$ cat src/rtl/id3df_pkg.sv
`timescale 1ns / 1ps
// shared types, codes and helpers for the id3v2 frame deframer
// no dependencies; used by id3df_csr, id3df_parse and the core top level

package id3df_pkg;

   localparam int BYTE_W = 8;
   localparam int WORD_W = 32;
   localparam int ADDR_W = 5;

   // result roles
   localparam logic [2:0] ROLE_ID      = 3'd0;
   localparam logic [2:0] ROLE_SIZE    = 3'd1;
   localparam logic [2:0] ROLE_FLAGS   = 3'd2;
   localparam logic [2:0] ROLE_ENC     = 3'd3;
   localparam logic [2:0] ROLE_PAYLOAD = 3'd4;
   localparam logic [2:0] ROLE_PAD     = 3'd5;
   localparam logic [2:0] ROLE_TRAIL   = 3'd6;

   // error codes
   localparam logic [1:0] ERR_NONE     = 2'd0;
   localparam logic [1:0] ERR_HEADER   = 2'd1;
   localparam logic [1:0] ERR_PAYLOAD  = 2'd2;

   // register indexes (byte address = 4 * index)
   localparam logic [2:0] REG_ID_BYTES   = 3'd0;
   localparam logic [2:0] REG_SIZE_BYTES = 3'd1;
   localparam logic [2:0] REG_FLAG_BYTES = 3'd2;
   localparam logic [2:0] REG_SYNC_SAFE  = 3'd3;
   localparam logic [2:0] REG_TAG_BYTES  = 3'd4;

   localparam logic [2:0] ID_BYTES_RST   = 3'd4;
   localparam logic [2:0] SIZE_BYTES_RST = 3'd4;
   localparam logic [1:0] FLAG_BYTES_RST = 2'd2;

   localparam logic [7:0] TEXT_MARK = 8'h54;

   typedef struct packed {
      logic [2:0]        ids;
      logic [2:0]        szs;
      logic [1:0]        flg;
      logic              sync_safe;
      logic [WORD_W-1:0] tag;
   } cfg_type;

   typedef struct packed {
      logic [BYTE_W-1:0] byte_in;
      logic              first_byte;
   } item_type;

   typedef struct packed {
      logic [2:0]        role;
      logic [BYTE_W-1:0] byte_out;
      logic [WORD_W-1:0] frame_ident;
      logic [WORD_W-1:0] frame_length;
      logic [BYTE_W-1:0] text_encoding;
      logic              end_of_frame;
      logic [1:0]        error_code;
   } result_type;

   function automatic logic [2:0] clamp_3_4(input logic [2:0] v);
      logic [2:0] r;
      if (v < 3'd3) begin
         r = 3'd3;
      end else if (v > 3'd4) begin
         r = 3'd4;
      end else begin
         r = v;
      end
      return r;
   endfunction

   function automatic logic [1:0] clamp_0_2(input logic [1:0] v);
      logic [1:0] r;
      r = (v > 2'd2) ? 2'd2 : v;
      return r;
   endfunction

endpackage

$ cat src/rtl/id3df_csr.sv
`timescale 1ns / 1ps
// configuration register file with apb-style access
// depends on id3df_pkg; hands the saturated settings to the parser

module id3df_csr (
   input  logic                         clock,
   input  logic                         reset,
   input  logic                         csr_psel,
   input  logic                         csr_penable,
   input  logic                         csr_pwrite,
   input  logic [id3df_pkg::ADDR_W-1:0] csr_paddr,
   input  logic [31:0]                  csr_pwdata,
   output logic [31:0]                  csr_prdata,
   output logic                         csr_pready,
   output id3df_pkg::cfg_type           cfg
);

   logic [2:0]  id_bytes_ff,   id_bytes_in;
   logic [2:0]  size_bytes_ff, size_bytes_in;
   logic [1:0]  flag_bytes_ff, flag_bytes_in;
   logic        sync_safe_ff,  sync_safe_in;
   logic [31:0] tag_bytes_ff,  tag_bytes_in;
   logic        wr_en;
   logic [2:0]  reg_idx;

   assign csr_pready = 1'b1;
   assign wr_en      = csr_psel & csr_penable & csr_pwrite & csr_pready;
   assign reg_idx    = csr_paddr[id3df_pkg::ADDR_W-1:2];

   always_comb begin
      id_bytes_in   = id_bytes_ff;
      size_bytes_in = size_bytes_ff;
      flag_bytes_in = flag_bytes_ff;
      sync_safe_in  = sync_safe_ff;
      tag_bytes_in  = tag_bytes_ff;
      if (wr_en) begin
         unique case (reg_idx)
            id3df_pkg::REG_ID_BYTES:   id_bytes_in   = csr_pwdata[2:0];
            id3df_pkg::REG_SIZE_BYTES: size_bytes_in = csr_pwdata[2:0];
            id3df_pkg::REG_FLAG_BYTES: flag_bytes_in = csr_pwdata[1:0];
            id3df_pkg::REG_SYNC_SAFE:  sync_safe_in  = csr_pwdata[0];
            id3df_pkg::REG_TAG_BYTES:  tag_bytes_in  = csr_pwdata;
            default: ;
         endcase
      end
   end

   always_ff @(posedge clock) begin
      if (reset) begin
         id_bytes_ff   <= id3df_pkg::ID_BYTES_RST;
         size_bytes_ff <= id3df_pkg::SIZE_BYTES_RST;
         flag_bytes_ff <= id3df_pkg::FLAG_BYTES_RST;
         sync_safe_ff  <= 1'b0;
         tag_bytes_ff  <= 32'h0;
      end else begin
         id_bytes_ff   <= id_bytes_in;
         size_bytes_ff <= size_bytes_in;
         flag_bytes_ff <= flag_bytes_in;
         sync_safe_ff  <= sync_safe_in;
         tag_bytes_ff  <= tag_bytes_in;
      end
   end

   always_comb begin
      unique case (reg_idx)
         id3df_pkg::REG_ID_BYTES:   csr_prdata = {29'h0, id_bytes_ff};
         id3df_pkg::REG_SIZE_BYTES: csr_prdata = {29'h0, size_bytes_ff};
         id3df_pkg::REG_FLAG_BYTES: csr_prdata = {30'h0, flag_bytes_ff};
         id3df_pkg::REG_SYNC_SAFE:  csr_prdata = {31'h0, sync_safe_ff};
         id3df_pkg::REG_TAG_BYTES:  csr_prdata = tag_bytes_ff;
         default:                   csr_prdata = 32'h0;
      endcase
   end

   assign cfg.ids       = id3df_pkg::clamp_3_4(id_bytes_ff);
   assign cfg.szs       = id3df_pkg::clamp_3_4(size_bytes_ff);
   assign cfg.flg       = id3df_pkg::clamp_0_2(flag_bytes_ff);
   assign cfg.sync_safe = sync_safe_ff;
   assign cfg.tag       = tag_bytes_ff;

endmodule

$ cat src/rtl/id3df_parse.sv
`timescale 1ns / 1ps
// frame parser: phase, counters and header state, one byte per step
// depends on id3df_pkg; result is combinational, registered by the top level

module id3df_parse (
   input  logic                  clock,
   input  logic                  reset,
   input  logic                  step,
   input  id3df_pkg::cfg_type    cfg,
   input  id3df_pkg::item_type   item,
   output id3df_pkg::result_type result
);

   typedef enum logic [2:0] {
      PH_ID, PH_SIZE, PH_FLAGS, PH_ENC, PH_PAYLOAD, PH_PAD, PH_TRAIL
   } phase_type;

   phase_type   phase_ff, phase_in, cur_phase;
   logic [2:0]  fc_ff, fc_in, cur_fc, fc_inc;
   logic [31:0] position_ff, position_in, cur_pos;
   logic [31:0] pl_ff, pl_in, cur_pl, pl_dec;
   logic [31:0] ident_ff, ident_in, cur_ident, ident_shift;
   logic [31:0] flen_ff, flen_in, cur_flen, flen_dec, size_len, close_len;
   logic [7:0]  enc_ff, enc_in, cur_enc, first_char, b;
   logic [32:0] pos33, tag33, pos_hdr33;
   logic [3:0]  hdr_len;
   logic        hdr_over, enc_over, do_close, eof;
   logic [2:0]  role;
   logic [1:0]  err;

   assign b = item.byte_in;

   // restart clears frame state and position
   assign cur_phase = item.first_byte ? PH_ID : phase_ff;
   assign cur_fc    = item.first_byte ? 3'd0  : fc_ff;
   assign cur_pos   = item.first_byte ? 32'h0 : position_ff;
   assign cur_pl    = item.first_byte ? 32'h0 : pl_ff;
   assign cur_ident = item.first_byte ? 32'h0 : ident_ff;
   assign cur_flen  = item.first_byte ? 32'h0 : flen_ff;
   assign cur_enc   = item.first_byte ? 8'h0  : enc_ff;

   assign fc_inc    = cur_fc + 3'd1;
   assign pos33     = {1'b0, cur_pos};
   assign tag33     = {1'b0, cfg.tag};
   assign hdr_len   = {1'b0, cfg.ids} + {1'b0, cfg.szs} + {2'b0, cfg.flg};
   assign pos_hdr33 = pos33 + {29'h0, hdr_len};

   assign ident_shift = {((cur_fc == 3'd0) ? 24'h0 : cur_ident[23:0]), b};
   assign size_len    = cfg.sync_safe ? ({cur_flen[24:0], 7'h0} | {24'h0, b})
                                      : {cur_flen[23:0], b};
   assign close_len   = (cur_phase == PH_SIZE) ? size_len : cur_flen;
   assign first_char  = (cfg.ids == 3'd4) ? cur_ident[31:24] : cur_ident[23:16];
   assign hdr_over    = (pos33 + 33'd1 + {1'b0, close_len}) > tag33;
   // decrement of zero wraps and always overruns the tag
   assign enc_over    = (cur_flen == 32'h0) || ((pos33 + {1'b0, cur_flen}) > tag33);
   assign flen_dec    = cur_flen - 32'd1;
   assign pl_dec      = cur_pl - 32'd1;

   always_comb begin
      phase_in    = cur_phase;
      fc_in       = cur_fc;
      ident_in    = cur_ident;
      flen_in     = cur_flen;
      pl_in       = cur_pl;
      enc_in      = cur_enc;
      position_in = (cur_pos == 32'hFFFF_FFFF) ? cur_pos : cur_pos + 32'd1;
      role        = id3df_pkg::ROLE_TRAIL;
      eof         = 1'b0;
      err         = id3df_pkg::ERR_NONE;
      do_close    = 1'b0;

      unique case (cur_phase)
         PH_ID: begin
            if (cur_fc == 3'd0) begin
               ident_in = 32'h0;
               flen_in  = 32'h0;
               pl_in    = 32'h0;
               enc_in   = 8'h0;
            end
            priority if (cur_fc == 3'd0 && pos33 >= tag33) begin
               phase_in = PH_TRAIL;
            end else if (cur_fc == 3'd0 && pos_hdr33 >= tag33) begin
               err      = id3df_pkg::ERR_HEADER;
               phase_in = PH_TRAIL;
            end else begin
               role     = id3df_pkg::ROLE_ID;
               ident_in = ident_shift;
               fc_in    = fc_inc;
               if (fc_inc >= cfg.ids) begin
                  fc_in    = 3'd0;
                  phase_in = (ident_shift == 32'h0) ? PH_PAD : PH_SIZE;
               end
            end
         end
         PH_SIZE: begin
            role    = id3df_pkg::ROLE_SIZE;
            flen_in = size_len;
            fc_in   = fc_inc;
            if (fc_inc >= cfg.szs) begin
               fc_in = 3'd0;
               if (cfg.flg == 2'd0) begin
                  do_close = 1'b1;
               end else begin
                  phase_in = PH_FLAGS;
               end
            end
         end
         PH_FLAGS: begin
            role  = id3df_pkg::ROLE_FLAGS;
            fc_in = fc_inc;
            if (fc_inc >= {1'b0, cfg.flg}) begin
               fc_in    = 3'd0;
               do_close = 1'b1;
            end
         end
         PH_ENC: begin
            role    = id3df_pkg::ROLE_ENC;
            enc_in  = b;
            flen_in = flen_dec;
            priority if (enc_over) begin
               err      = id3df_pkg::ERR_PAYLOAD;
               phase_in = PH_TRAIL;
            end else if (flen_dec == 32'h0) begin
               eof      = 1'b1;
               phase_in = PH_ID;
               fc_in    = 3'd0;
            end else begin
               pl_in    = flen_dec;
               phase_in = PH_PAYLOAD;
            end
         end
         PH_PAYLOAD: begin
            role  = id3df_pkg::ROLE_PAYLOAD;
            pl_in = pl_dec;
            if (pl_dec == 32'h0) begin
               eof      = 1'b1;
               phase_in = PH_ID;
               fc_in    = 3'd0;
            end
         end
         PH_PAD: begin
            if (pos33 < tag33) begin
               role = id3df_pkg::ROLE_PAD;
            end else begin
               phase_in = PH_TRAIL;
            end
         end
         default: begin
            phase_in = PH_TRAIL;
         end
      endcase

      // end of header: text frames go on to the encoding byte, others to payload or frame end
      if (do_close) begin
         priority if (first_char == id3df_pkg::TEXT_MARK) begin
            phase_in = PH_ENC;
         end else if (hdr_over) begin
            err      = id3df_pkg::ERR_PAYLOAD;
            phase_in = PH_TRAIL;
         end else if (close_len == 32'h0) begin
            eof      = 1'b1;
            phase_in = PH_ID;
            fc_in    = 3'd0;
         end else begin
            pl_in    = close_len;
            phase_in = PH_PAYLOAD;
         end
      end
   end

   always_ff @(posedge clock) begin
      if (reset) begin
         phase_ff    <= PH_ID;
         fc_ff       <= 3'd0;
         position_ff <= 32'h0;
         pl_ff       <= 32'h0;
         ident_ff    <= 32'h0;
         flen_ff     <= 32'h0;
         enc_ff      <= 8'h0;
      end else if (step) begin
         phase_ff    <= phase_in;
         fc_ff       <= fc_in;
         position_ff <= position_in;
         pl_ff       <= pl_in;
         ident_ff    <= ident_in;
         flen_ff     <= flen_in;
         enc_ff      <= enc_in;
      end
   end

   assign result.role          = role;
   assign result.byte_out      = b;
   assign result.frame_ident   = ident_in;
   assign result.frame_length  = flen_in;
   assign result.text_encoding = enc_in;
   assign result.end_of_frame  = eof;
   assign result.error_code    = err;

endmodule

$ cat src/rtl/id3v2_frame_deframer_core.sv
`timescale 1ns / 1ps
// id3v2 frame deframer: one role-tagged result per tag body byte, at one byte
// per clock. A byte is taken into an input register, parsed combinationally
// against the frame state and placed in the result register, and a new byte
// is accepted every cycle while results are taken; the per-byte state update
// with its 33-bit tag bound compare sets the clock rate.
// Depends on id3df_pkg, id3df_csr and id3df_parse.

module id3v2_frame_deframer_core (
   input  logic                         clock,
   input  logic                         reset,
   input  logic                         req_tvalid,
   output logic                         req_tready,
   input  logic [7:0]                   req_tdata,   // byte_in
   input  logic                         req_tuser,   // first_byte
   output logic                         rsp_tvalid,
   input  logic                         rsp_tready,
   // byte_out[7:0], frame_ident[39:8], frame_length[71:40],
   // text_encoding[79:72], error_code[81:80], zero fill[87:82]
   output logic [87:0]                  rsp_tdata,
   output logic [2:0]                   rsp_tuser,   // role
   output logic                         rsp_tlast,   // end_of_frame
   input  logic                         csr_psel,
   input  logic                         csr_penable,
   input  logic                         csr_pwrite,
   input  logic [id3df_pkg::ADDR_W-1:0] csr_paddr,
   input  logic [31:0]                  csr_pwdata,
   output logic [31:0]                  csr_prdata,
   output logic                         csr_pready
);

   id3df_pkg::cfg_type    cfg;
   id3df_pkg::item_type   in_item_ff, in_item_in;
   id3df_pkg::result_type result, rsp_ff, rsp_in;
   logic                  in_valid_ff, in_valid_in;
   logic                  rsp_valid_ff, rsp_valid_in;
   logic                  step, req_take;

   id3df_csr u_csr (
      .clock       (clock),
      .reset       (reset),
      .csr_psel    (csr_psel),
      .csr_penable (csr_penable),
      .csr_pwrite  (csr_pwrite),
      .csr_paddr   (csr_paddr),
      .csr_pwdata  (csr_pwdata),
      .csr_prdata  (csr_prdata),
      .csr_pready  (csr_pready),
      .cfg         (cfg)
   );

   id3df_parse u_parse (
      .clock  (clock),
      .reset  (reset),
      .step   (step),
      .cfg    (cfg),
      .item   (in_item_ff),
      .result (result)
   );

   assign step       = in_valid_ff & (~rsp_valid_ff | rsp_tready);
   assign req_tready = ~in_valid_ff | step;
   assign req_take   = req_tvalid & req_tready;

   always_comb begin
      in_item_in.byte_in    = req_tdata;
      in_item_in.first_byte = req_tuser;
      in_valid_in  = req_take ? 1'b1 : (step ? 1'b0 : in_valid_ff);
      rsp_in       = result;
      rsp_valid_in = step ? 1'b1 : (rsp_tready ? 1'b0 : rsp_valid_ff);
   end

   always_ff @(posedge clock) begin
      if (reset) begin
         in_valid_ff  <= 1'b0;
         rsp_valid_ff <= 1'b0;
      end else begin
         in_valid_ff  <= in_valid_in;
         rsp_valid_ff <= rsp_valid_in;
      end
   end

   always_ff @(posedge clock) begin
      if (req_take) begin
         in_item_ff <= in_item_in;
      end
      if (step) begin
         rsp_ff <= rsp_in;
      end
   end

   assign rsp_tvalid = rsp_valid_ff;
   assign rsp_tuser  = rsp_ff.role;
   assign rsp_tlast  = rsp_ff.end_of_frame;
   assign rsp_tdata  = {6'h0, rsp_ff.error_code, rsp_ff.text_encoding,
                        rsp_ff.frame_length, rsp_ff.frame_ident, rsp_ff.byte_out};

`ifndef ASSERT_OFF
   a_hdr_err_trail: assert property (@(posedge clock) disable iff (reset)
      (rsp_tvalid && rsp_tdata[81:80] == id3df_pkg::ERR_HEADER)
         |-> (rsp_tuser == id3df_pkg::ROLE_TRAIL))
      else $error("header error on a byte that is not trailing");

   a_eof_role: assert property (@(posedge clock) disable iff (reset)
      (rsp_tvalid && rsp_tlast)
         |-> (rsp_tuser == id3df_pkg::ROLE_SIZE || rsp_tuser == id3df_pkg::ROLE_FLAGS ||
              rsp_tuser == id3df_pkg::ROLE_ENC || rsp_tuser == id3df_pkg::ROLE_PAYLOAD))
      else $error("end of frame on a byte outside size, flags, encoding or payload");

   a_full_stall: assert property (@(posedge clock) disable iff (reset)
      (in_valid_ff && rsp_tvalid && !rsp_tready) |-> !req_tready)
      else $error("byte accepted while both stages are full and stalled");

   a_step_fills: assert property (@(posedge clock) disable iff (reset)
      step |=> rsp_tvalid)
      else $error("parsed byte did not reach the result register");
`endif

endmodule
$ cat config.mk
export PLATFORM = sky130hd
export DESIGN_NAME = id3v2_frame_deframer_core
export DESIGN_NICKNAME = d
export VERILOG_FILES = /design/src/rtl/id3df_pkg.sv /design/src/rtl/id3df_csr.sv /design/src/rtl/id3df_parse.sv /design/src/rtl/id3v2_frame_deframer_core.sv
export SDC_FILE = /design/constraint.sdc
export NUM_CORES = 1
export LEC_CHECK = 0
export ABC_CLOCK_PERIOD_IN_PS = 11100
export BUFFER_PORTS_ARGS = -buffer_cell sky130_fd_sc_hd__buf_2
export CAP_MARGIN = 10
export CORE_MARGIN = 8
export CORE_UTILIZATION = 39
export DETAILED_ROUTE_END_ITERATION = 10
export SLEW_MARGIN = 20
export SYNTH_ARGS = -nofsm -noshare
export SYNTH_HDL_FRONTEND = slang
export SYNTH_SLANG_ARGS = --single-unit
$ cat constraint.sdc
create_clock -name clock -period 11.1 [get_ports clock]
set_input_delay 3.33 -clock clock [delete_from_list [all_inputs] [get_ports clock]]
set_output_delay 3.33 -clock clock [all_outputs]
set_load 0.01 [all_outputs]
==> impl_metrics.env <==
export IMPL_wl_per_cell_um=23.34
export IMPL_ys_warn_count=0
export IMPL_core_um2=58570
export IMPL_slowest_delay_ps=720
export IMPL_grt_max_degree=166
export IMPL_p_int_mw=2.007
export IMPL_avgSynthCellArea_um2=7.739
export IMPL_cp_end_kind="flop"
export IMPL_cts_tree="yes"
export IMPL_seq_area_um2=6558
export IMPL_fin_total_pwr_mw=2.910
export IMPL_post_drt_via_cell_ratio=5.995
export IMPL_top_level_ports=180
export IMPL_clock_skew_ps=20.88
export IMPL_fillers=6013
export IMPL_max_freq_mhz=110.6
export IMPL_cts_path_max_buffers=3
export IMPL_die_x_um=258.4
export IMPL_p_per_area_nw_per_um2=113.7
export IMPL_grt_pass1_wl_mm=133.4
export IMPL_synth_cell_type_count=91
export IMPL_antenna_found_initial=1
export IMPL_placed_area_um2=24350
export IMPL_synth_cells=2960
export IMPL_critPathLaunchType="flop"
export IMPL_fp_row_count=89
export IMPL_min_path_type="reg2reg"
export IMPL_start_util=0.3911
export IMPL_synth_flop_cell="dfxtp_1"
export IMPL_synth_edf_count=95
export IMPL_die_area_um2=66750
export IMPL_finalMaxSlewViolations=0
export IMPL_tns_ps=0
export IMPL_critical_path_required_ps=11580
export IMPL_cts_buffers=34
export IMPL_cellLeakagePower_nw=10.68
export IMPL_preCtsSetupSlack_ps=2254
export IMPL_p_sw_frac=0.3103
export IMPL_cts_sinks=280
export IMPL_post_dp_hpwl_mm=67.55
export IMPL_most_common_layout_cells="nand2_1 (378), nor2_1 (331), a21oi_1 (242)"
export IMPL_clockPowerShare=0.429
export IMPL_fin_area_um2=25590
export IMPL_critical_path_class="reg2reg"
export IMPL_ir_drop_mv=0.1147
export IMPL_place_gp_congestion=0.9703
export IMPL_port_buffer_count=170
export IMPL_relSlewSlack=0.2097
export IMPL_postCtsSetupBuffers=0
export IMPL_clkLatencyLatePin_ps=580
export IMPL_fin_util=0.4369
export IMPL_syn_area_um2=22910
export IMPL_p_comb_frac=0.182
export IMPL_reg2reg_slack_ps=2060
export IMPL_setup_viol=0
export IMPL_cts_hold_buffers_added=0
export IMPL_status="complete, no violations"
export IMPL_hold_viol_final=0
export IMPL_grt_overflow_total=0
export IMPL_layout_commonest_cell="nand2_1"
export IMPL_path_max_fanout=24
export IMPL_synthToLayoutAreaGrowth_pct=11.71
export IMPL_rsz0062_at_grt="false"
export IMPL_path_clk_slew_ps=60
export IMPL_period_needed_ps=9039
export IMPL_fin_ws_ps=2061
export IMPL_async_reset_ff_frac=0
export IMPL_grtUsageTotal=0.2560
export IMPL_drc=0
export IMPL_power_switching_uw=902.8
export IMPL_final_layout_size_suffix_gt1_frac=0.1050
export IMPL_routed_wl_mm=89.44
export IMPL_drt_iter0_drc=2662
export IMPL_h_tree_depth=2
export IMPL_worst_pin_slew_ps=1173
export IMPL_ant_nets=0
export IMPL_multi_input_area_um2=15210
export IMPL_yosysSeqAreaShare=0.2862
export IMPL_vias=22970
export IMPL_fin_nets=3304
export IMPL_synth_ff_latch_count=280
export IMPL_root_buffer="clkbuf_16"
export IMPL_cp_slowest_cell="nand3b_1"
export IMPL_seqPwrFrac=0.388
export IMPL_die_h_um=258.4
export IMPL_grt_pass1_vias=21710
export IMPL_cap_violations=0
export IMPL_finalCritPeriodShare=0.8143
export IMPL_crit_path_frequent_cell="nor2_1"
export IMPL_cts_repair_resized=0
export IMPL_cp_arrival_ps=9520
export IMPL_firstDrtPassIters=6
-- cell families (layout without fill, tap and decap cells) --
group / after synthesis / after routing / share of synthesized area
AOI/OAI and AO/OA: 764 / 764 / 0.2127
adders and majority gates: 219 / 219 / 0.1216
buffers and inverters: 292 / 385 / 0.05167
other: 2 / 8 / 0.0003278
xor gates and xnor gates: 136 / 136 / 0.05200
muxes: 51 / 51 / 0.02261
and+or+nand+nor: 1216 / 1216 / 0.2529
DFF: 280 / 280 / 0.2862
-- through the flow --
stage	std cells	hold WS, ps
2_1_floorplan	2965	436.0
6_report	3832	451.3
3_3_place_gp	3769	441.2
5_1_grt	3831	469.7
3_5_place_dp	3769	446.5
4_1_cts	3831	454.3
-- flip-flops by register name, summed over array words and instances, names as in the netlist --
| signal | flops |
|---|---|
| u_parse.ident_ff | 32 |
| rsp_tvalid | 1 |
| u_csr.flag_bytes_ff | 2 |
| u_parse.phase_ff | 3 |
| u_csr.sync_safe_ff | 1 |
| u_parse.flen_ff | 32 |
| u_csr.id_bytes_ff | 3 |
| u_parse.pl_ff | 32 |
| in_item_ff | 9 |
| u_parse.fc_ff | 3 |
| rsp_tuser | 3 |
| u_csr.size_bytes_ff | 3 |
| in_valid_ff | 1 |
| rsp_tlast | 1 |
| u_parse.enc_ff | 8 |
| rsp_tdata | 82 |
| u_parse.position_ff | 32 |
| u_csr.tag_bytes_ff | 32 |
-- power by group through the flow --
| stage | clock network, mW | registers (mW) | logic [mW] |
|---|---|---|---|
| after floorplan | 0 | 1.13 | 0.356 |
| after global placement | 0 | 1.15 | 0.516 |
| after detailed placement | 0 | 1.15 | 0.519 |
| after CTS | 1.28 | 1.13 | 0.522 |
| after global routing | 1.31 | 1.13 | 0.569 |
| final | 1.25 | 1.13 | 0.531 |
-- critical path, delay by kind of cell, from the launching register on --
kind / cells / cell delay (ps)
and+or+nand+nor: 11 / 3280
AOI/OAI and AO/OA: 13 / 3700
DFF: 1 / 540
buffers and inverters: 2 / 700
xor gates and xnor gates: 1 / 100
adders and majority gates: 2 / 580
-- worst paths after layout --
path                          startpoint                     end  cells past startpoint
setup / recovery     u_parse.phase_ff[0]       u_parse.pl_ff[18]                     29
hold / removal    u_csr.tag_bytes_ff[18]  u_csr.tag_bytes_ff[18]                      2
setup reg to reg     u_parse.phase_ff[0]       u_parse.pl_ff[18]                     29
hold reg to reg   u_csr.tag_bytes_ff[18]  u_csr.tag_bytes_ff[18]                      2
-- area by class of cell --
cell class                      instances  share of cell area
Timing Repair Buffer                  212             0.04630
Sequential cell                       280              0.2562
Inverter                              111             0.01648
Antenna cell                            1          0.00009779
Multi-Input combinational cell       2393              0.5945
Clock inverter                         23             0.01379
Tap cell                              773             0.03779
Clock buffer                           39             0.03476
-- routing by layer --
layer / GRT usage / wire, um / vias up
met4: 0.1048 / 3891 / 2
met3: 0.03676 / 6536 / 191
li1: - / - / 10800
met5: 0 / 13 / -
met2: 0.4074 / 39940 / 964
met1: 0.3462 / 39060 / 11020
-- Yosys cell counts (9+ instances only) --
master	n	area share
buf_2	16	0.0035
and3_1	20	0.0055
nor3b_1	9	0.0029
buf_1	15	0.0025
dfxtp_1	185	0.16
a21o_1	64	0.021
o21a_1	20	0.0066
nor4b_1	9	0.0034
or3_1	14	0.0038
o211ai_1	20	0.0066
nor2b_1	78	0.021
clkbuf_1	138	0.023
mux2i_1	45	0.020
nor2_1	333	0.055
o21bai_1	12	0.0039
inv_1	111	0.018
a22o_1	42	0.016
a21oi_1	242	0.053
ha_1	213	0.12
or4_1	16	0.0052
nand3b_1	9	0.0029
or2_2	11	0.0030
nand3_1	54	0.012
xor2_1	46	0.018
nand2_1	378	0.062
nor4_1	42	0.011
o21ai_0	168	0.037
o31ai_1	13	0.0043
a31oi_1	29	0.0079
xnor2_1	90	0.034
nand2b_1	23	0.0063
and4_1	9	0.0034
nand4_1	58	0.016
edfxtp_1	95	0.12
and2_1	19	0.0052
o22ai_1	15	0.0041
a211oi_1	33	0.011
nor3_1	114	0.025
No activity file was read; power rests on OpenSTA's default activity.
